--- src/rtl/oaid_pkg.sv ---
`timescale 1ns / 1ps
`default_nettype none
package oaid_pkg;

	typedef enum logic [2:0] {
		FN_APPEND  = 3'd0,
		FN_SORTED  = 3'd1,
		FN_INS_POS = 3'd2,
		FN_DELETE  = 3'd3,
		FN_READ    = 3'd4,
		FN_CLEAR   = 3'd5
	} func_t;

	typedef enum logic [1:0] {
		STAT_OK        = 2'd0,
		STAT_FULL      = 2'd1,
		STAT_NOT_FOUND = 2'd2,
		STAT_BAD_POS   = 2'd3
	} status_t;

	typedef enum logic [2:0] {
		S_IDLE,
		S_INS,
		S_PUT,
		S_DEL,
		S_RD,
		S_DONE
	} state_t;

	localparam int unsigned DataW  = 32;
	localparam int unsigned PosW   = 7;
	localparam int unsigned CountW = 7;

endpackage
`default_nettype wire

--- src/rtl/oaid_ram.sv ---
`timescale 1ns / 1ps
`default_nettype none
module oaid_ram #(
	parameter int unsigned WIDTH = 32,
	parameter int unsigned DEPTH = 64,
	localparam int unsigned AW = (DEPTH > 1) ? $clog2(DEPTH) : 1
) (
	input  wire logic             clk,
	input  wire logic             we,
	input  wire logic [AW-1:0]    waddr,
	input  wire logic [WIDTH-1:0] wdata,
	input  wire logic [AW-1:0]    raddr,
	output logic      [WIDTH-1:0] rdata
);

	logic [WIDTH-1:0] mem [DEPTH];

	always_ff @(posedge clk) begin
		if (we) begin
			mem[waddr] <= wdata;
		end
		rdata <= mem[raddr];
	end

endmodule
`default_nettype wire

--- src/rtl/oaid_ctrl.sv ---
`timescale 1ns / 1ps
`default_nettype none
module oaid_ctrl
	import oaid_pkg::*;
#(
	parameter int unsigned DEPTH = 64,
	localparam int unsigned AW = (DEPTH > 1) ? $clog2(DEPTH) : 1,
	localparam int unsigned UW = $clog2(DEPTH + 1)
) (
	input  wire logic                     clk,
	input  wire logic                     arst_n,
	input  wire logic                     in_valid,
	output logic                          in_ready,
	input  wire logic [2:0]               func,
	input  wire logic signed [DataW-1:0]  value,
	input  wire logic [PosW-1:0]          position,
	output logic                          out_valid,
	input  wire logic                     out_ready,
	output logic [1:0]                    status,
	output logic [CountW-1:0]             count,
	output logic signed [DataW-1:0]       read_value,
	output logic                          ram_we,
	output logic [AW-1:0]                 ram_waddr,
	output logic [DataW-1:0]              ram_wdata,
	output logic [AW-1:0]                 ram_raddr,
	input  wire logic signed [DataW-1:0]  ram_rdata
);

	localparam int unsigned CW = ((UW > PosW) ? UW : PosW) + 1;

	state_t state_q, state_d;
	logic [UW-1:0] used_q, used_d;
	logic [UW-1:0] k_q, k_d;
	logic [UW-1:0] idx_q, idx_d;
	logic found_q, found_d;
	logic sort_q, sort_d;
	logic out_valid_q, out_valid_d;
	logic signed [DataW-1:0] val_q, val_d;
	logic signed [DataW-1:0] rd_q, rd_d;
	status_t stat_q, stat_d;
	status_t ostat_q, ostat_d;
	logic [CountW-1:0] count_q, count_d;
	logic signed [DataW-1:0] orv_q, orv_d;

	logic [CW-1:0] posx, usedx, pm1;
	logic [UW-1:0] um1, up1, km1, km2, kp1;
	logic full, hit;

	assign posx  = CW'(position);
	assign usedx = CW'(used_q);
	assign pm1   = posx - 1'b1;
	assign um1   = used_q - 1'b1;
	assign up1   = used_q + 1'b1;
	assign km1   = k_q - 1'b1;
	assign km2   = k_q - 2'd2;
	assign kp1   = k_q + 1'b1;
	assign full  = (used_q == UW'(DEPTH));
	assign hit   = (ram_rdata == val_q);

	assign in_ready   = (state_q == S_IDLE);
	assign out_valid  = out_valid_q;
	assign status     = ostat_q;
	assign count      = count_q;
	assign read_value = orv_q;

	always_comb begin
		state_d     = state_q;
		used_d      = used_q;
		k_d         = k_q;
		idx_d       = idx_q;
		found_d     = found_q;
		sort_d      = sort_q;
		val_d       = val_q;
		rd_d        = rd_q;
		stat_d      = stat_q;
		ostat_d     = ostat_q;
		count_d     = count_q;
		orv_d       = orv_q;
		out_valid_d = out_valid_q && !out_ready;
		ram_we      = 1'b0;
		ram_waddr   = k_q[AW-1:0];
		ram_wdata   = ram_rdata;
		ram_raddr   = '0;
		case (state_q)
			S_IDLE: begin
				if (in_valid) begin
					val_d  = value;
					rd_d   = '0;
					stat_d = STAT_OK;
					state_d = S_DONE;
					case (func_t'(func))
						FN_APPEND: begin
							if (full) begin
								stat_d = STAT_FULL;
							end else begin
								ram_we    = 1'b1;
								ram_waddr = used_q[AW-1:0];
								ram_wdata = value;
								used_d    = up1;
							end
						end
						FN_SORTED: begin
							if (full) begin
								stat_d = STAT_FULL;
							end else if (used_q == '0) begin
								ram_we    = 1'b1;
								ram_waddr = '0;
								ram_wdata = value;
								used_d    = up1;
							end else begin
								k_d       = used_q;
								idx_d     = '0;
								sort_d    = 1'b1;
								ram_raddr = um1[AW-1:0];
								state_d   = S_INS;
							end
						end
						FN_INS_POS: begin
							if (full) begin
								stat_d = STAT_FULL;
							end else if (posx == '0 || posx > usedx + 1'b1) begin
								stat_d = STAT_BAD_POS;
							end else if (posx == usedx + 1'b1) begin
								ram_we    = 1'b1;
								ram_waddr = used_q[AW-1:0];
								ram_wdata = value;
								used_d    = up1;
							end else begin
								k_d       = used_q;
								idx_d     = UW'(pm1);
								sort_d    = 1'b0;
								ram_raddr = um1[AW-1:0];
								state_d   = S_INS;
							end
						end
						FN_DELETE: begin
							stat_d = STAT_NOT_FOUND;
							if (used_q != '0) begin
								k_d       = '0;
								found_d   = 1'b0;
								ram_raddr = '0;
								state_d   = S_DEL;
							end
						end
						FN_READ: begin
							if (posx == '0 || posx > usedx) begin
								stat_d = STAT_BAD_POS;
							end else begin
								ram_raddr = pm1[AW-1:0];
								state_d   = S_RD;
							end
						end
						FN_CLEAR: begin
							used_d = '0;
						end
						default: begin
						end
					endcase
				end
			end
			S_INS: begin
				ram_we    = 1'b1;
				ram_waddr = k_q[AW-1:0];
				if (!sort_q || ram_rdata >= val_q) begin
					ram_wdata = ram_rdata;
					k_d       = km1;
					if (km1 > idx_q) begin
						ram_raddr = km2[AW-1:0];
					end else begin
						state_d = S_PUT;
					end
				end else begin
					ram_wdata = val_q;
					used_d    = up1;
					state_d   = S_DONE;
				end
			end
			S_PUT: begin
				ram_we    = 1'b1;
				ram_waddr = k_q[AW-1:0];
				ram_wdata = val_q;
				used_d    = up1;
				state_d   = S_DONE;
			end
			S_DEL: begin
				// after the match, each beat read moves down one slot
				if (found_q) begin
					ram_we    = 1'b1;
					ram_waddr = km1[AW-1:0];
					ram_wdata = ram_rdata;
				end else if (hit) begin
					found_d = 1'b1;
				end
				if (kp1 < used_q) begin
					k_d       = kp1;
					ram_raddr = kp1[AW-1:0];
				end else begin
					if (found_q || hit) begin
						used_d = um1;
						stat_d = STAT_OK;
					end
					state_d = S_DONE;
				end
			end
			S_RD: begin
				rd_d    = ram_rdata;
				state_d = S_DONE;
			end
			S_DONE: begin
				if (!out_valid_q || out_ready) begin
					out_valid_d = 1'b1;
					ostat_d     = stat_q;
					count_d     = CountW'(used_q);
					orv_d       = rd_q;
					state_d     = S_IDLE;
				end
			end
			default: begin
				state_d = S_IDLE;
			end
		endcase
	end

	always_ff @(posedge clk or negedge arst_n) begin
		if (!arst_n) begin
			state_q     <= S_IDLE;
			used_q      <= '0;
			found_q     <= 1'b0;
			out_valid_q <= 1'b0;
		end else begin
			state_q     <= state_d;
			used_q      <= used_d;
			found_q     <= found_d;
			out_valid_q <= out_valid_d;
		end
	end

	always_ff @(posedge clk) begin
		k_q     <= k_d;
		idx_q   <= idx_d;
		sort_q  <= sort_d;
		val_q   <= val_d;
		rd_q    <= rd_d;
		stat_q  <= stat_d;
		ostat_q <= ostat_d;
		count_q <= count_d;
		orv_q   <= orv_d;
	end

endmodule
`default_nettype wire

--- src/rtl/ordered_array_insert_delete_top.sv ---
// Append, clear, bad or full ops go straight to the result state; read adds a RAM read state.
// Insert walks the single RAM port pair down from the top, one entry a cycle.
// Delete scans upward from entry 0 and shifts later entries down one slot.
// One item in flight at a time; result register lets the next beat start.
// Reset clears the count and handshake state; array contents are not cleared.
`timescale 1ns / 1ps
`default_nettype none
module ordered_array_insert_delete_top
	import oaid_pkg::*;
#(
	parameter int unsigned DEPTH = 64
) (
	input  wire logic                    clk,
	input  wire logic                    arst_n,
	input  wire logic                    in_valid,
	output logic                         in_ready,
	input  wire logic [2:0]              func,
	input  wire logic signed [DataW-1:0] value,
	input  wire logic [PosW-1:0]         position,
	output logic                         out_valid,
	input  wire logic                    out_ready,
	output logic [1:0]                   status,
	output logic [CountW-1:0]            count,
	output logic signed [DataW-1:0]      read_value
);

	localparam int unsigned AW = (DEPTH > 1) ? $clog2(DEPTH) : 1;

	logic              ram_we;
	logic [AW-1:0]     ram_waddr;
	logic [DataW-1:0]  ram_wdata;
	logic [AW-1:0]     ram_raddr;
	logic [DataW-1:0]  ram_rdata;

	oaid_ctrl #(
		.DEPTH(DEPTH)
	) u_ctrl (
		.clk        (clk),
		.arst_n     (arst_n),
		.in_valid   (in_valid),
		.in_ready   (in_ready),
		.func       (func),
		.value      (value),
		.position   (position),
		.out_valid  (out_valid),
		.out_ready  (out_ready),
		.status     (status),
		.count      (count),
		.read_value (read_value),
		.ram_we     (ram_we),
		.ram_waddr  (ram_waddr),
		.ram_wdata  (ram_wdata),
		.ram_raddr  (ram_raddr),
		.ram_rdata  (ram_rdata)
	);

	oaid_ram #(
		.WIDTH(DataW),
		.DEPTH(DEPTH)
	) u_ram (
		.clk   (clk),
		.we    (ram_we),
		.waddr (ram_waddr),
		.wdata (ram_wdata),
		.raddr (ram_raddr),
		.rdata (ram_rdata)
	);

endmodule
`default_nettype wire
--- config.mk ---
export PLATFORM = sky130hd
export DESIGN_NAME = ordered_array_insert_delete_top
export DESIGN_NICKNAME = d
export VERILOG_FILES = /design/src/rtl/oaid_pkg.sv /design/src/rtl/oaid_ram.sv /design/src/rtl/oaid_ctrl.sv /design/src/rtl/ordered_array_insert_delete_top.sv
export SDC_FILE = /design/constraint.sdc
export NUM_CORES = 2
export LEC_CHECK = 0
export ABC_AREA = 1
export BUFFER_PORTS_ARGS = -buffer_cell sky130_fd_sc_hd__buf_2
export CORE_ASPECT_RATIO = 1.1
export CORE_MARGIN = 2
export CORE_UTILIZATION = 50
export DETAILED_ROUTE_END_ITERATION = 10
export PLACE_DENSITY = 0.67
export SLEW_MARGIN = 40
export SYNTH_ARGS = -nofsm -noshare
export SYNTH_HDL_FRONTEND = slang
export SYNTH_SLANG_ARGS = --single-unit
--- constraint.sdc ---
create_clock -name clk -period 15.8 [get_ports clk]
set_clock_uncertainty 0.2 [all_clocks]
set_input_delay 1.58 -clock clk [delete_from_list [all_inputs] [get_ports clk]]
set_output_delay 1.58 -clock clk [all_outputs]
set_load 0.02 [all_outputs]
==> flow_summary.yaml <==
finish:
  mostFrequentLayoutCells: "edfxtp_1 (2170), nand3_1 (1972), nand2_1 (1352)"
  nFillCells: 15000
  areaGrowthSynthToFinish_pct: 11.3
  finalNetCount: 7870
  final_common_cell: "edfxtp_1"
  drive_gt1_share_pct: 9.34
sta:
  tightest_slew_ns: 1.00
  post-route-min-period_ns: 7.04
  tns_ns: 0
  slew_violations: 0
  hold_viol_final: 0
  fin_crit_sh_pct: 44.6
  whs_ns: 0.220
  fmaxAchievable_mhz: 142
  setup_violations: 0
  rsz0062_at_grt: "no"
  relSlewSlack_pct: 33.1
drt:
  dr_total_vias: 69000
  wl_per_cell_um: 28.5
  dr.pass1.iters: 6
  ant_nets: 0
  drc: 0
  wirelength_um: 296000
  viasPerCell: 6.63
  drtIter0Drc: 10700
floorplanning:
  num_rows: 167
  die_x_um: 419
  die_h_um: 460
  ios: 89
  initial_core_util_pct: 50.3
  dieArea_mm2: 0.193
  core_area_mm2: 0.188
clock_tree:
  post_cts_buffers: 0
  tritoncts: "built"
  clock_sinks: 2214
  clockBufferDepth: 3
  cts_resized: 0
  root_buffer: "clkbuf_16"
  path_clk_slew_ns: 0.07
  numCtsBuffers: 213
  insertion_delay_ns: 0.87
  htree_levels: 4
  hold_buffers: 0
global_routing:
  grt_usage_pct: 30.2
  grt.overflow.total: 0
  grt_max_degree: 195
  grt_antenna_before_repair: 12
  grt_pass1_vias: 64700
  grt_pass1_wl_um: 433000
logic_synthesis:
  synth-edff-count: 2170
  netlist_instances: 7947
  syn_area_mm2: 0.0946
  synth_flop_cell: "edfxtp_1"
  ys_async_sr_fraction_pct: 0.542
  yosys_register_bits: 2214
  yosysUniqueCellTypes: 49
  synth_area_per_cell_um2: 11.9
  ys_seq_area_share_pct: 69.9
  synth_nets: 8059
  yosys_warnings: 0
critical_path:
  startpoint_type: "flop"
  end_kind: "flop"
  crit_path_cell_trace: "inv_2, ha_1, nand2_1, xor2_1, inv_1, ha_1, nand2_1, o32ai_1, nor2_1, nand3_4, buf_6, buf_12, buf_16, buf_8, nand4_1, nand3_1, nand3_1, nand3_1, nand3_1, nand2_1, nand2_1, nand2_1"
  worstSetupPathType: "flop to flop"
  cpMostUsedCell: "nand2_1"
  worstPathRequired_ns: 16.39
  cp.arrival_ns: 7.64
  cp_max_fo: 125
  critPathSlowestCell: "edfxtp_1"
  cpPeakStageDelay_ns: 0.71
  r2r_cells: 22
placed_design:
  io_buffers: 88
  place.gp.congestion: 0.927
  dp_hpwl_um: 154000
pwr:
  p_total_mw: 21.7
  power_density_mw_per_mm2: 206
  ir_drop_mv: 0.176
  total_leakage_power_nw: 35.9
outcome:
  status: "completed"
run:
  maxCapViolCount: 0
worst_hold_path:
  hold_path_depth: 0
  hold_class: "flop to flop"
[synth_stat cells, types with 12 or more instances]
cell type / n / area share (%)
dfrtp_1: 12 / 0.32
a22oi_1: 28 / 0.22
ha_1: 66 / 0.87
clkbuf_1: 281 / 1.1
buf_4: 14 / 0.11
nand4_1: 1029 / 6.8
o21ai_0: 50 / 0.26
o211ai_1: 18 / 0.14
xor2_1: 18 / 0.17
buf_1: 27 / 0.11
inv_1: 161 / 0.64
nor2_1: 185 / 0.73
dfxtp_1: 32 / 0.68
edfxtp_1: 2170 / 69
a21oi_1: 33 / 0.17
nand3_1: 1978 / 10
nor3_1: 14 / 0.074
nand2_1: 1353 / 5.4
buf_2: 368 / 1.9
o221ai_1: 20 / 0.19
inv_2: 14 / 0.056
[registers in the layout, summed over array words and instances (netlist names)]
name               cells
u_ctrl.count           7
u_ctrl.found_q         1
u_ctrl.idx_q           7
u_ctrl.k_q             7
u_ctrl.out_valid       1
u_ctrl.rd_q           32
u_ctrl.read_value     32
u_ctrl.sort_q          1
u_ctrl.stat_q          2
u_ctrl.state_q         3
u_ctrl.status          2
u_ctrl.used_q          7
u_ctrl.val_q          32
u_ram.mem           2048
u_ram.rdata           32
[worst max-delay path: cells and delay by family, from the launching register on]
family                   cells  cell delay, ns
flip-flops                   1            0.71
adder cells (fa/ha/maj)      2            0.59
AO/OA/AOI/OAI                1            0.63
buffers and inverters        6            2.37
XOR/XNOR                     1            0.23
AND/OR/NAND/NOR             12            1.97
[report_power, final]
group          switching, mW  internal, mW  leakage, nW
Clock                   2.23          2.87         3.39
Sequential             0.275          8.67         20.1
Combinational           5.93          1.69         12.4
Total                   8.44          13.2         35.9
[layer usage]
metal | global-route usage, % | wire (um) | up-vias
li1 | - | - | 29600
met1 | 41.2 | 111000 | 34100
met2 | 46.3 | 136000 | 4551
met3 | 6.29 | 34000 | 734
met4 | 14.5 | 14800 | 2
met5 | 0 | 8 | -
[stage by stage]
step / util (%) / worst slack [ns] / cells / cell area, um^2
5_1_grt: 55.9 / 8.52 / 10400 / 105000
6_report: 55.9 / 8.76 / 10400 / 105000
3_3_place_gp: 51.8 / 8.23 / 9959 / 97300
3_5_place_dp: 52.1 / 8.49 / 9983 / 97900
2_1_floorplan: - / 9.10 / 7947 / 94600
4_1_cts: 55.8 / 8.86 / 10400 / 105000
[area by class of cell]
| type | count | area, um^2 | share of cell area (%) |
|---|---|---|---|
| Antenna cell | 5 | 12.5 | 0.0119 |
| Clock buffer | 287 | 5850 | 5.56 |
| Clock inverter | 116 | 1140 | 1.09 |
| Inverter | 178 | 683 | 0.649 |
| Multi-Input combinational cell | 4862 | 25600 | 24.4 |
| Sequential cell | 2214 | 66100 | 62.8 |
| Tap cell | 2450 | 3070 | 2.91 |
| Timing Repair Buffer | 289 | 2700 | 2.57 |
[final timing paths]
path | start | endpoint | slack, ns
max | u_ctrl.k_q[0] | u_ram.rdata[31] | 8.76
min | u_ctrl.rd_q[1] | u_ctrl.read_value[1] | 0.22
max reg2reg | u_ctrl.k_q[0] | u_ram.rdata[31] | 8.76
min reg2reg | u_ctrl.rd_q[1] | u_ctrl.read_value[1] | 0.22
max in group asynchronous | arst_n | u_ctrl.used_q[1] | 14.76
min in group asynchronous | arst_n | u_ctrl.used_q[6] | 0.40
[logic make-up after synthesis]
kind of cell	Yosys count	share of synthesized area (%)
buffers and inverters	871	4.02
AO/OA/AOI/OAI	189	1.30
XOR/XNOR	23	0.213
flip-flops	2214	69.9
AND/OR/NAND/NOR	4584	23.7
adder cells (fa/ha/maj)	66	0.873
Note: power is estimated with default switching activity, not from simulation.
